**src/hw/rtl/http_response_header_parser_assert.svh**
```systemverilog
// Assertion macros for the HTTP response header parser.
// Used by the top level; expects signals clk and rst_n in scope.
`ifndef HTTP_RESPONSE_HEADER_PARSER_ASSERT_SVH
`define HTTP_RESPONSE_HEADER_PARSER_ASSERT_SVH

`ifndef SYNTHESIS
// Same-cycle implication, sampled at the rising edge, off during reset
`define HRHP_CHECK_NOW(lbl, ante, cons, msg) \
  lbl: assert property (@(posedge clk) disable iff (!rst_n) (ante) |-> (cons)) \
    else $error(msg);
// Next-cycle implication, sampled at the rising edge, off during reset
`define HRHP_CHECK_NEXT(lbl, ante, cons, msg) \
  lbl: assert property (@(posedge clk) disable iff (!rst_n) (ante) |=> (cons)) \
    else $error(msg);
`else
`define HRHP_CHECK_NOW(lbl, ante, cons, msg)
`define HRHP_CHECK_NEXT(lbl, ante, cons, msg)
`endif

`endif

```
**src/hw/rtl/hrhp_pkg.sv**
```systemverilog
// Shared types and constants for the HTTP response header parser.
// No dependencies; imported by every module of the block.
package hrhp_pkg;

  localparam int LEN_W  = 31;
  localparam int CODE_W = 10;
  localparam int TL_W   = 5;

  localparam logic [LEN_W-1:0]  LEN_MAX      = 31'h7FFF_FFFF;
  localparam logic [LEN_W-1:0]  RESET_LENGTH = 31'd1000000000;
  localparam logic [CODE_W-1:0] CODE_MAX     = 10'd999;
  localparam logic [9:0]        CODE_OK      = 10'd200;

  // Token lengths that matter
  localparam logic [TL_W-1:0] HTTP_TAG_LEN = 5'd5;
  localparam logic [TL_W-1:0] CLEN_TAG_LEN = 5'd15;
  localparam logic [TL_W-1:0] CODE_LEN     = 5'd3;
  localparam logic [TL_W-1:0] TL_MAX       = 5'd31;

  // Tag strings, compared one character per byte
  localparam logic [7:0] TAG_HTTP [5] = '{"H", "T", "T", "P", "/"};
  localparam logic [7:0] TAG_CLEN [15] = '{"C", "o", "n", "t", "e", "n", "t", "-",
                                           "L", "e", "n", "g", "t", "h", ":"};

  typedef enum logic [1:0] {
    MODE_DATA  = 2'd0,
    MODE_CLOSE = 2'd1,
    MODE_START = 2'd2
  } mode_t;

  typedef enum logic [2:0] {
    KIND_NONE     = 3'd0,
    KIND_ACCEPT   = 3'd1,
    KIND_PAYLOAD  = 3'd2,
    KIND_FINISHED = 3'd3,
    KIND_REJECT   = 3'd4
  } kind_t;

  typedef enum logic [1:0] {
    PH_HEADER = 2'd0,
    PH_BODY   = 2'd1,
    PH_DONE   = 2'd2
  } phase_t;

  // One classified input item as it travels through the queue
  typedef struct packed {
    logic [1:0] mode;
    logic [7:0] data;
    logic       is_cr;
    logic       is_lf;
    logic       is_sp;
    logic       is_nul;
    logic       is_digit;
    logic [3:0] digit;
  } item_t;

endpackage

```
**src/hw/rtl/hrhp_front.sv**
```systemverilog
// Front end: classifies each incoming byte for the parser back end.
// Depends on hrhp_pkg (item_t).
module hrhp_front import hrhp_pkg::*; (
  input  logic [1:0] in_mode,
  input  logic [7:0] in_data_byte,
  output item_t      item
);

  logic [7:0] diff;

  assign diff = in_data_byte - 8'h30;

  // Delimiter and digit flags
  always_comb begin
    item.mode     = in_mode;
    item.data     = in_data_byte;
    item.is_cr    = (in_data_byte == 8'h0D);
    item.is_lf    = (in_data_byte == 8'h0A);
    item.is_sp    = (in_data_byte == 8'h20);
    item.is_nul   = (in_data_byte == 8'h00);
    item.is_digit = (in_data_byte >= 8'h30) && (in_data_byte <= 8'h39);
    item.digit    = diff[3:0];
  end

endmodule

```
**src/hw/rtl/hrhp_fifo.sv**
```systemverilog
// Short queue of classified items between front and back end.
// Depends on hrhp_pkg (item_t).
module hrhp_fifo import hrhp_pkg::*; #(
  parameter int DEPTH = 4
) (
  input  logic  clk,
  input  logic  rst_n,
  input  logic  push,
  input  item_t push_item,
  input  logic  pop,
  output item_t pop_item,
  output logic  full,
  output logic  not_empty
);

  localparam int PTR_W = (DEPTH > 1) ? $clog2(DEPTH) : 1;
  localparam int CNT_W = $clog2(DEPTH + 1);
  localparam logic [PTR_W-1:0] PTR_LAST = PTR_W'(DEPTH - 1);
  localparam logic [CNT_W-1:0] CNT_FULL = CNT_W'(DEPTH);

  item_t            mem_r [DEPTH];
  logic [PTR_W-1:0] wr_ptr_r, wr_ptr_nxt;
  logic [PTR_W-1:0] rd_ptr_r, rd_ptr_nxt;
  logic [CNT_W-1:0] count_r, count_nxt;

  assign full      = (count_r == CNT_FULL);
  assign not_empty = (count_r != '0);
  assign pop_item  = mem_r[rd_ptr_r];

  // Pointer and count update
  always_comb begin
    wr_ptr_nxt = wr_ptr_r;
    rd_ptr_nxt = rd_ptr_r;
    count_nxt  = count_r;
    if (push) begin
      wr_ptr_nxt = (wr_ptr_r == PTR_LAST) ? '0 : wr_ptr_r + 1'b1;
    end
    if (pop) begin
      rd_ptr_nxt = (rd_ptr_r == PTR_LAST) ? '0 : rd_ptr_r + 1'b1;
    end
    if (push && !pop) begin
      count_nxt = count_r + 1'b1;
    end else if (pop && !push) begin
      count_nxt = count_r - 1'b1;
    end
  end

  always_ff @(posedge clk) begin
    if (!rst_n) begin
      wr_ptr_r <= '0;
      rd_ptr_r <= '0;
      count_r  <= '0;
    end else begin
      wr_ptr_r <= wr_ptr_nxt;
      rd_ptr_r <= rd_ptr_nxt;
      count_r  <= count_nxt;
    end
  end

  // Storage, no reset
  always_ff @(posedge clk) begin
    if (push) begin
      mem_r[wr_ptr_r] <= push_item;
    end
  end

endmodule

```
**src/hw/rtl/hrhp_back.sv**
```systemverilog
// Back end: header/body FSM, registered result, one item per unstalled cycle.
// Depends on hrhp_pkg (item_t, phase_t, kind_t, tags and limits).
module hrhp_back import hrhp_pkg::*; (
  input  logic              clk,
  input  logic              rst_n,
  input  logic              item_valid,
  input  item_t             item,
  output logic              pop,
  input  logic              cfg_valid,
  output logic              cfg_ready,
  input  logic [LEN_W-1:0]  cfg_default_length,
  output logic              out_valid,
  input  logic              out_ready,
  output logic [2:0]        out_kind,
  output logic [7:0]        out_payload_byte,
  output logic [CODE_W-1:0] out_status_code
);

  phase_t            phase_r, phase_nxt;
  logic [1:0]        crlf_r, crlf_nxt;
  logic              exp_code_r, exp_code_nxt;
  logic              exp_msg_r, exp_msg_nxt;
  logic              exp_len_r, exp_len_nxt;
  logic              skip_r, skip_nxt;
  logic [TL_W-1:0]   tl_r, tl_nxt;
  logic              pmatch_r, pmatch_nxt;
  logic              hmatch_r, hmatch_nxt;
  logic [LEN_W-1:0]  tnum_r, tnum_nxt;
  logic              dend_r, dend_nxt;
  logic [CODE_W-1:0] saved_r, saved_nxt;
  logic              code_ok_r, code_ok_nxt;
  logic [LEN_W-1:0]  remain_r, remain_nxt;
  logic              seen_r, seen_nxt;
  logic [LEN_W-1:0]  deflen_r;

  kind_t             kind_v;
  logic [7:0]        payload_v;
  logic [CODE_W-1:0] code_v;

  logic              out_valid_r;
  logic [2:0]        out_kind_r;
  logic [7:0]        out_payload_r;
  logic [CODE_W-1:0] out_code_r;

  assign cfg_ready        = 1'b1;
  assign pop              = item_valid && (!out_valid_r || out_ready);
  assign out_valid        = out_valid_r;
  assign out_kind         = out_kind_r;
  assign out_payload_byte = out_payload_r;
  assign out_status_code  = out_code_r;

  // Next state and result for the item at the head of the queue
  always_comb begin
    logic            delim;
    logic            done_v;
    logic [LEN_W+3:0] prod;

    phase_nxt    = phase_r;
    crlf_nxt     = crlf_r;
    exp_code_nxt = exp_code_r;
    exp_msg_nxt  = exp_msg_r;
    exp_len_nxt  = exp_len_r;
    skip_nxt     = skip_r;
    tl_nxt       = tl_r;
    pmatch_nxt   = pmatch_r;
    hmatch_nxt   = hmatch_r;
    tnum_nxt     = tnum_r;
    dend_nxt     = dend_r;
    saved_nxt    = saved_r;
    code_ok_nxt  = code_ok_r;
    remain_nxt   = remain_r;
    seen_nxt     = seen_r;
    kind_v       = KIND_NONE;
    payload_v    = '0;
    code_v       = '0;
    delim        = item.is_cr || item.is_lf || item.is_sp || item.is_nul;
    done_v       = 1'b0;
    prod         = '0;

    if (pop) begin
      unique case (item.mode)
        MODE_START: begin
          phase_nxt    = PH_HEADER;
          crlf_nxt     = '0;
          exp_code_nxt = 1'b0;
          exp_msg_nxt  = 1'b0;
          exp_len_nxt  = 1'b0;
          skip_nxt     = 1'b0;
          tl_nxt       = '0;
          pmatch_nxt   = 1'b1;
          hmatch_nxt   = 1'b1;
          tnum_nxt     = '0;
          dend_nxt     = 1'b0;
          saved_nxt    = '0;
          code_ok_nxt  = 1'b0;
          remain_nxt   = deflen_r;
          seen_nxt     = 1'b0;
        end
        MODE_CLOSE: begin
          if (phase_r == PH_HEADER || phase_r == PH_BODY) begin
            kind_v    = KIND_FINISHED;
            phase_nxt = PH_DONE;
          end
        end
        MODE_DATA: begin
          unique case (phase_r)
            PH_HEADER: begin
              // message text after a space is skipped to line end
              if (skip_r) begin
                if (!item.is_cr && !item.is_lf) begin
                  done_v = 1'b1;
                end else begin
                  skip_nxt = 1'b0;
                end
              end
              // token end
              if (!done_v && delim) begin
                if (pmatch_r && tl_r >= HTTP_TAG_LEN) begin
                  exp_code_nxt = 1'b1;
                end else if (exp_code_r) begin
                  saved_nxt    = (tnum_r > {{(LEN_W-CODE_W){1'b0}}, CODE_MAX}) ?
                                 CODE_MAX : tnum_r[CODE_W-1:0];
                  code_ok_nxt  = !dend_r && tl_r == CODE_LEN &&
                                 tnum_r == {{(LEN_W-10){1'b0}}, CODE_OK};
                  exp_code_nxt = 1'b0;
                  exp_msg_nxt  = 1'b1;
                end else if (exp_msg_r) begin
                  exp_msg_nxt = 1'b0;
                  code_v      = saved_r;
                  if (!code_ok_r) begin
                    phase_nxt = PH_DONE;
                    kind_v    = KIND_REJECT;
                    done_v    = 1'b1;
                  end else begin
                    seen_nxt = 1'b1;
                    kind_v   = KIND_ACCEPT;
                    if (item.is_sp || item.is_nul) begin
                      skip_nxt = 1'b1;
                      done_v   = 1'b1;
                    end
                  end
                end else if (exp_len_r) begin
                  remain_nxt  = tnum_r;
                  exp_len_nxt = 1'b0;
                end else if (hmatch_r && tl_r == CLEN_TAG_LEN) begin
                  exp_len_nxt = 1'b1;
                end
                tl_nxt     = '0;
                pmatch_nxt = 1'b1;
                hmatch_nxt = 1'b1;
                tnum_nxt   = '0;
                dend_nxt   = 1'b0;
              end
              // CR LF CR LF tracking and token accumulation
              if (!done_v) begin
                if (item.is_cr) begin
                  crlf_nxt = (crlf_r == 2'd2) ? 2'd3 : 2'd1;
                end else if (item.is_lf) begin
                  if (crlf_r == 2'd1) begin
                    crlf_nxt = 2'd2;
                  end else if (crlf_r == 2'd3) begin
                    crlf_nxt  = 2'd0;
                    phase_nxt = PH_BODY;
                  end else begin
                    crlf_nxt = 2'd0;
                  end
                end else if (!item.is_sp) begin
                  crlf_nxt = 2'd0;
                  if (tl_nxt < HTTP_TAG_LEN && item.data != TAG_HTTP[tl_nxt[2:0]]) begin
                    pmatch_nxt = 1'b0;
                  end
                  if (tl_nxt < CLEN_TAG_LEN) begin
                    if (item.data != TAG_CLEN[tl_nxt[3:0]]) begin
                      hmatch_nxt = 1'b0;
                    end
                  end else begin
                    hmatch_nxt = 1'b0;
                  end
                  if (!dend_nxt) begin
                    if (item.is_digit) begin
                      // n*10 + d as two shifts and adds, then saturate
                      prod = {tnum_nxt, 3'b000} + {2'b00, tnum_nxt, 1'b0}
                             + {{LEN_W{1'b0}}, item.digit};
                      tnum_nxt = (prod > {4'b0000, LEN_MAX}) ? LEN_MAX : prod[LEN_W-1:0];
                    end else begin
                      dend_nxt = 1'b1;
                    end
                  end
                  if (tl_nxt < TL_MAX) begin
                    tl_nxt = tl_nxt + 1'b1;
                  end
                end
              end
            end
            PH_BODY: begin
              if (remain_r != '0) begin
                remain_nxt = remain_r - 1'b1;
                if (seen_r) begin
                  kind_v    = KIND_PAYLOAD;
                  payload_v = item.data;
                end
              end else begin
                kind_v    = KIND_FINISHED;
                phase_nxt = PH_DONE;
              end
            end
            default: begin
              kind_v = KIND_NONE;
            end
          endcase
        end
        default: begin
          kind_v = KIND_NONE;
        end
      endcase
    end
  end

  // State registers
  always_ff @(posedge clk) begin
    if (!rst_n) begin
      phase_r    <= PH_HEADER;
      crlf_r     <= '0;
      exp_code_r <= 1'b0;
      exp_msg_r  <= 1'b0;
      exp_len_r  <= 1'b0;
      skip_r     <= 1'b0;
      tl_r       <= '0;
      pmatch_r   <= 1'b1;
      hmatch_r   <= 1'b1;
      tnum_r     <= '0;
      dend_r     <= 1'b0;
      saved_r    <= '0;
      code_ok_r  <= 1'b0;
      remain_r   <= RESET_LENGTH;
      seen_r     <= 1'b0;
    end else begin
      phase_r    <= phase_nxt;
      crlf_r     <= crlf_nxt;
      exp_code_r <= exp_code_nxt;
      exp_msg_r  <= exp_msg_nxt;
      exp_len_r  <= exp_len_nxt;
      skip_r     <= skip_nxt;
      tl_r       <= tl_nxt;
      pmatch_r   <= pmatch_nxt;
      hmatch_r   <= hmatch_nxt;
      tnum_r     <= tnum_nxt;
      dend_r     <= dend_nxt;
      saved_r    <= saved_nxt;
      code_ok_r  <= code_ok_nxt;
      remain_r   <= remain_nxt;
      seen_r     <= seen_nxt;
    end
  end

  // Default body length register
  always_ff @(posedge clk) begin
    if (!rst_n) begin
      deflen_r <= RESET_LENGTH;
    end else if (cfg_valid && cfg_ready) begin
      deflen_r <= cfg_default_length;
    end
  end

  // Output register: valid is control, payload needs no reset
  always_ff @(posedge clk) begin
    if (!rst_n) begin
      out_valid_r <= 1'b0;
    end else if (pop) begin
      out_valid_r <= 1'b1;
    end else if (out_ready) begin
      out_valid_r <= 1'b0;
    end
  end

  always_ff @(posedge clk) begin
    if (pop) begin
      out_kind_r    <= kind_v;
      out_payload_r <= payload_v;
      out_code_r    <= code_v;
    end
  end

endmodule

```
**src/hw/rtl/http_response_header_parser.sv**
```systemverilog
// HTTP response header parser, one byte per transfer.
// Channels: in_* (valid/ready) carries mode and data_byte; out_* (valid/ready)
// carries kind, payload_byte and status_code; cfg_* (valid/ready) writes the
// default body length, used when no Content-Length header is present.
// Every input transfer yields exactly one output transfer, in order
// (kind 0 means nothing to report for that byte).
// An input byte passes through the queue and then the back end's output
// register before its result appears on out_*.
// Throughput: one byte per clock while the receiver keeps out_ready high;
// the back end takes one queued item per cycle when its output is free.
// The front end classifies bytes into a FIFO_DEPTH entry queue; when the
// receiver stalls, the output register holds, the back end stops, the
// queue fills and in_ready drops once it is full.
// Reset (rst_n low, synchronous) empties the queue and output register,
// returns the parser to the header phase and sets the default length and
// the current body length to 1000000000. cfg_ready is always high; a write
// takes effect at the next start-of-response item.
// Depends on hrhp_pkg, hrhp_front, hrhp_fifo, hrhp_back.
`include "http_response_header_parser_assert.svh"

module http_response_header_parser import hrhp_pkg::*; #(
  parameter int FIFO_DEPTH = 4
) (
  input  logic              clk,
  input  logic              rst_n,
  input  logic              in_valid,
  output logic              in_ready,
  input  logic [1:0]        in_mode,
  input  logic [7:0]        in_data_byte,
  output logic              out_valid,
  input  logic              out_ready,
  output logic [2:0]        out_kind,
  output logic [7:0]        out_payload_byte,
  output logic [CODE_W-1:0] out_status_code,
  input  logic              cfg_valid,
  output logic              cfg_ready,
  input  logic [LEN_W-1:0]  cfg_default_length
);

  item_t front_item;
  item_t head_item;
  logic  q_full;
  logic  q_not_empty;
  logic  q_pop;
  logic  q_push;

  assign in_ready = !q_full;
  assign q_push   = in_valid && in_ready;

  // Classify incoming bytes
  hrhp_front u_front (
    .in_mode      (in_mode),
    .in_data_byte (in_data_byte),
    .item         (front_item)
  );

  // Decoupling queue
  hrhp_fifo #(
    .DEPTH (FIFO_DEPTH)
  ) u_fifo (
    .clk       (clk),
    .rst_n     (rst_n),
    .push      (q_push),
    .push_item (front_item),
    .pop       (q_pop),
    .pop_item  (head_item),
    .full      (q_full),
    .not_empty (q_not_empty)
  );

  // Parser state machine and output register
  hrhp_back u_back (
    .clk                (clk),
    .rst_n              (rst_n),
    .item_valid         (q_not_empty),
    .item               (head_item),
    .pop                (q_pop),
    .cfg_valid          (cfg_valid),
    .cfg_ready          (cfg_ready),
    .cfg_default_length (cfg_default_length),
    .out_valid          (out_valid),
    .out_ready          (out_ready),
    .out_kind           (out_kind),
    .out_payload_byte   (out_payload_byte),
    .out_status_code    (out_status_code)
  );

  // Checks
  `HRHP_CHECK_NOW(a_payload_only_for_body, out_valid && out_kind != KIND_PAYLOAD, out_payload_byte == 8'd0, "payload byte set on a non-body result")
  `HRHP_CHECK_NOW(a_code_only_for_status, out_valid && out_kind != KIND_ACCEPT && out_kind != KIND_REJECT, out_status_code == '0, "status code set on a non-status result")
  `HRHP_CHECK_NOW(a_code_saturated, out_valid, out_status_code <= CODE_MAX, "status code above saturation limit")
  `HRHP_CHECK_NEXT(a_queue_drains, q_not_empty && !out_valid, out_valid, "queued item not taken by back end")

endmodule
```
**config.mk**
```make
export PLATFORM = sky130hd
export DESIGN_NAME = http_response_header_parser
export DESIGN_NICKNAME = d
export VERILOG_FILES = /design/src/hw/rtl/hrhp_pkg.sv /design/src/hw/rtl/hrhp_front.sv /design/src/hw/rtl/hrhp_fifo.sv /design/src/hw/rtl/hrhp_back.sv /design/src/hw/rtl/http_response_header_parser.sv
export VERILOG_INCLUDE_DIRS = /design/src /design/src/hw/rtl
export SDC_FILE = /design/constraint.sdc
export NUM_CORES = 1
export LEC_CHECK = 0
export BUFFER_PORTS_ARGS = -buffer_cell sky130_fd_sc_hd__buf_2
export CAP_MARGIN = 10
export CORE_AREA = 8 8 164 281
export DETAILED_ROUTE_END_ITERATION = 16
export DIE_AREA = 0 0 172 289
export GPL_TIMING_DRIVEN = 0
export PLACE_DENSITY = 0.45
export SLEW_MARGIN = 20
export SYNTH_ARGS = -nofsm -noshare
export SYNTH_HDL_FRONTEND = slang
export SYNTH_SLANG_ARGS = --single-unit
```
**constraint.sdc**
```tcl
create_clock -name clk -period 4.6 [get_ports clk]
set_input_delay 0.23 -clock clk [delete_from_list [all_inputs] [get_ports clk]]
set_output_delay 0.23 -clock clk [all_outputs]
set_load 0.005 [all_outputs]
```
==> summary.txt <==
Critical path
  – Critical Path AT: between 5 and 6 ns
  – CP required: around 5.0 ns
  – Setup crit end kind: register
  – Setup CP Type: register to register
  – CP Launch Type: register
  – CP Max Fanout: 10
  – R2R depth: 19

Synth
  – Async SR Flop Fraction: 0%
  – Distinct cells, synth: 75
  – Area leader, netlist: dfxtp_1
  – Top cells by area, synth: dfxtp_1 21%, edfxtp_1 20%, ha_1 7.3%, nand2_1 4.7%, nor2_1 4.6%
  – Netlist Area Pre-Place: roughly 12000 um2
  – Ys flop type: dfxtp_1
  – Synth warnings: 0
  – Syn avg cell area: approximately 8.9 um2
  – Register area share after synthesis: between 40% and 50%
  – Yosys top cell area share: 21.0%
  – Synth Instances: between 1000 and 1500
  – Mapped Nets: about 1500
  – FF+latch count, synth: about 210
  – EDFF count, synth: between 80 and 90

Floorplanning
  – Die Width: 172 um
  – Initial Utilization: between 20% and 30%
  – Die ar.: around 50000 um2
  – Die Height: around 290 um
  – Ports: 70
  – Cell Rows: 100
  – Core ar.: 42300 um2

STA
  – Setup slack after layout: -0.271 ns
  – Max Fclk: 205 MHz
  – Max Transition Viols Final: 0
  – RSZ-0062 raised after global routing: true
  – Min cycle time layout: 4.87 ns
  – Final period utilization: 106%
  – Clk_skew: between 0.02 and 0.025 ns
  – Setup TNS Final: -6.25 ns
  – Slew @ Worst Pin: 0.960 ns
  – Fin. Hold Viols: 0
  – Slew HR: between 30% and 40%
  – Final setup violation count: 31

Outcome
  – Failing checks: setup timing
  – Status: finished, violations left

Place
  – GP Congestion: 0.867
  – Port bufs: 67
  – Pre-CTS WS: -1.36 ns
  – DP HPWL: between 30000 and 40000 um

Clock tree
  – CTS clk-pin slew, worst paths: 0.07 ns
  – Clock Path Buffers: 3
  – CTS tree: built
  – Cts bufs inserted: 23
  – Sink Count: roughly 210
  – H-tree Lvls: 1
  – Clock root cell: clkbuf_16
  – Clk Latency, worst-skew pair: 0.54 ns

Pwr
  – Static leakage: 0.00607 uW
  – Switching Share: 40.1%
  – Sw Pwr: approximately 3000 uW
  – Logic pwr share: 40.7%
  – Pint: 4490 uW
  – Clock power share: 25.6%
  – Part of the power in registers: between 30% and 40%
  – Power Density: between 400 and 500 nW/um2
  – Maximum vdd drop: between 0.0002 and 0.0003 V

Drt
  – Drt wl/cell: 21.1 um
  – First DRT Iteration DRCs: about 560
  – DRC: 0
  – Post-Route WL: between 40000 and 50000 um
  – Drt pass-1 iters: 5
  – Vias: between 10000 and 15000
  – DR vias/cell: 5.29
  – Post-DRT Antenna Nets: 0

Final layout
  – P&R area growth vs syn: 28.3%
  – Layout cells sized above 1: 19.6%
  – Leading cell type in the layout, fill and taps excluded: nand2_1
  – Nets: 1688
  – FILL cells: about 4400
  – Commonest cells after routing, fill and taps aside: 152 x nand2_1, 151 x nor2_1, 130 x dfxtp_1
  – Ant diodes: 0
  – Final Util: between 30% and 40%

Job
  – Max-Cap Viols: 0

Global routing
  – GR Overflow Total: 0
  – Vias in the first global route: around 12000
  – First-pass GRT wire length: 69100 um
  – Largest net degree at the start of global routing: 25
  – GRT Util Overall: a little under a fifth
  – Initial antenna violation count: 0

Worst hold path
  – Hold depth: 3
  – Worst Hold Class: primary input to register
power groups by stage:
stage	clock network [uW]	logic, uW	registers, uW
global route	2040	3330	2570
global placement	0	2620	2560
CTS	1970	3010	2530
floorplan	0	1760	2490
detailed placement	0	2620	2560
finish	1920	3050	2530
metrics by stage:
step | hold WS [ns] | cell area, um2 | total power (uW) | std cells
6_report | 0.106 | 16000 | 7500 | 2144
5_1_grt | 0.123 | 16000 | 7940 | 2144
4_1_cts | 0.0880 | 15800 | 7510 | 2139
3_5_place_dp | 0.452 | 13600 | 5180 | 2022
3_3_place_gp | 0.441 | 13600 | 5180 | 2022
2_1_floorplan | 0.329 | 12500 | 4250 | 1394
synthesized netlist by cell type (8+ instances only):
master and number:
nand3_1 21, o21a_1 10, a31oi_1 8, and3_1 34, a211oi_1 38, nand4_1 14, o21ai_0 83, mux2i_1 44
a21oi_1 112, nand2b_1 14, nand2_1 156, and2_1 15, mux4_2 12, o311ai_0 11, o211ai_1 20, xor2_1 19
dfxtp_1 131, clkbuf_1 67, nor4_1 18, inv_1 29, nor3_1 42, nor2_1 153, or4_1 9, ha_1 73
edfxtp_1 81, o31ai_1 11, a21o_1 10, xnor2_1 37
timing repair:
item,CTS,global route
hold buffers,42,0
gates resized for setup,180,24
pin swaps,74,32
gates cloned,3,0
endpoints found under the setup margin,31,31
setup buffers,33,5
endpoints found under the hold margin,72,0
layer usage:
metal  track usage, %  part of all wire (%)  wire length [um]  up-vias
li1                 -                     -                 -     5476
met3             1.90                   3.5              1560      116
met5                0                     0                 0        -
met1             18.8                    37             16700     5480
met4             9.91                   6.0              2710        0
met2             34.3                    54             24200      278
cell type report:
cell class | count | area (um2) | share of cell area (%)
Clock inverter | 11 | 101 | 0.634
Sequential cell | 212 | 5060 | 31.6
Tap cell | 561 | 702 | 4.39
Clock buffer | 30 | 664 | 4.15
Timing Repair Buffer | 150 | 1150 | 7.17
Buffer | 78 | 432 | 2.70
Multi-Input combinational cell | 1072 | 7780 | 48.6
Inverter | 30 | 113 | 0.704
path summary, 6_finish.rpt:
kind                                   startpoint                  to  slack (ns)
worst min-delay path                    cfg_valid  u_back.deflen_r[0]        0.11
worst max-delay path                     register   u_back.tnum_r[22]       -0.27
worst min register to register  u_back.saved_r[2]   u_back.saved_r[2]        0.46
worst max register to register           register   u_back.tnum_r[22]       -0.27
flip-flops by register name, indices dropped and copies added, names as in the netlist, 2 cells and up, named ones only:
register                 cells
u_fifo.count_r               3
u_fifo.wr_ptr_r              2
u_back.out_payload_byte      8
u_back.saved_r              10
u_back.out_kind              3
u_back.phase_r               2
u_back.deflen_r             31
u_fifo.mem_r                60
u_back.out_status_code      10
u_back.remain_r             31
u_back.tl_r                  5
u_back.crlf_r                2
u_fifo.rd_ptr_r              2
u_back.tnum_r               31
logic make-up (layout without fill, tap and decap cells):
| family | Yosys count | in the layout | share of synthesized area (%) |
|---|---|---|---|
| flip-flops | 212 | 212 | 40.5 |
| other | 1 | 1 | 0.0301 |
| AND/OR/NAND/NOR | 507 | 507 | 18.9 |
| buffers and inverters | 110 | 299 | 3.64 |
| adder cells (fa/ha/maj) | 75 | 75 | 7.65 |
| AO/OA/AOI/OAI | 372 | 372 | 19.1 |
| XOR/XNOR | 56 | 56 | 3.93 |
| multiplexers | 61 | 61 | 6.15 |
critical path, stage by stage, from the launching register on:
cell and delay [ns]:
dfxtp_2 0.33, buf_8 0.13, mux4_2 0.59, nor2_4 0.20, buf_12 0.13, buf_8 0.12
and3_1 0.30, ha_1 0.29, ha_1 0.28, clkbuf_1 0.21, a21oi_1 0.40, o21ai_1 0.22
o31a_1 0.38, o2111ai_2 0.20, nand4b_1 0.22, buf_6 0.20, buf_8 0.13, buf_12 0.14
nor3_4 0.18, o31ai_2 0.09
No activity file was read; power rests on OpenSTA's default activity.
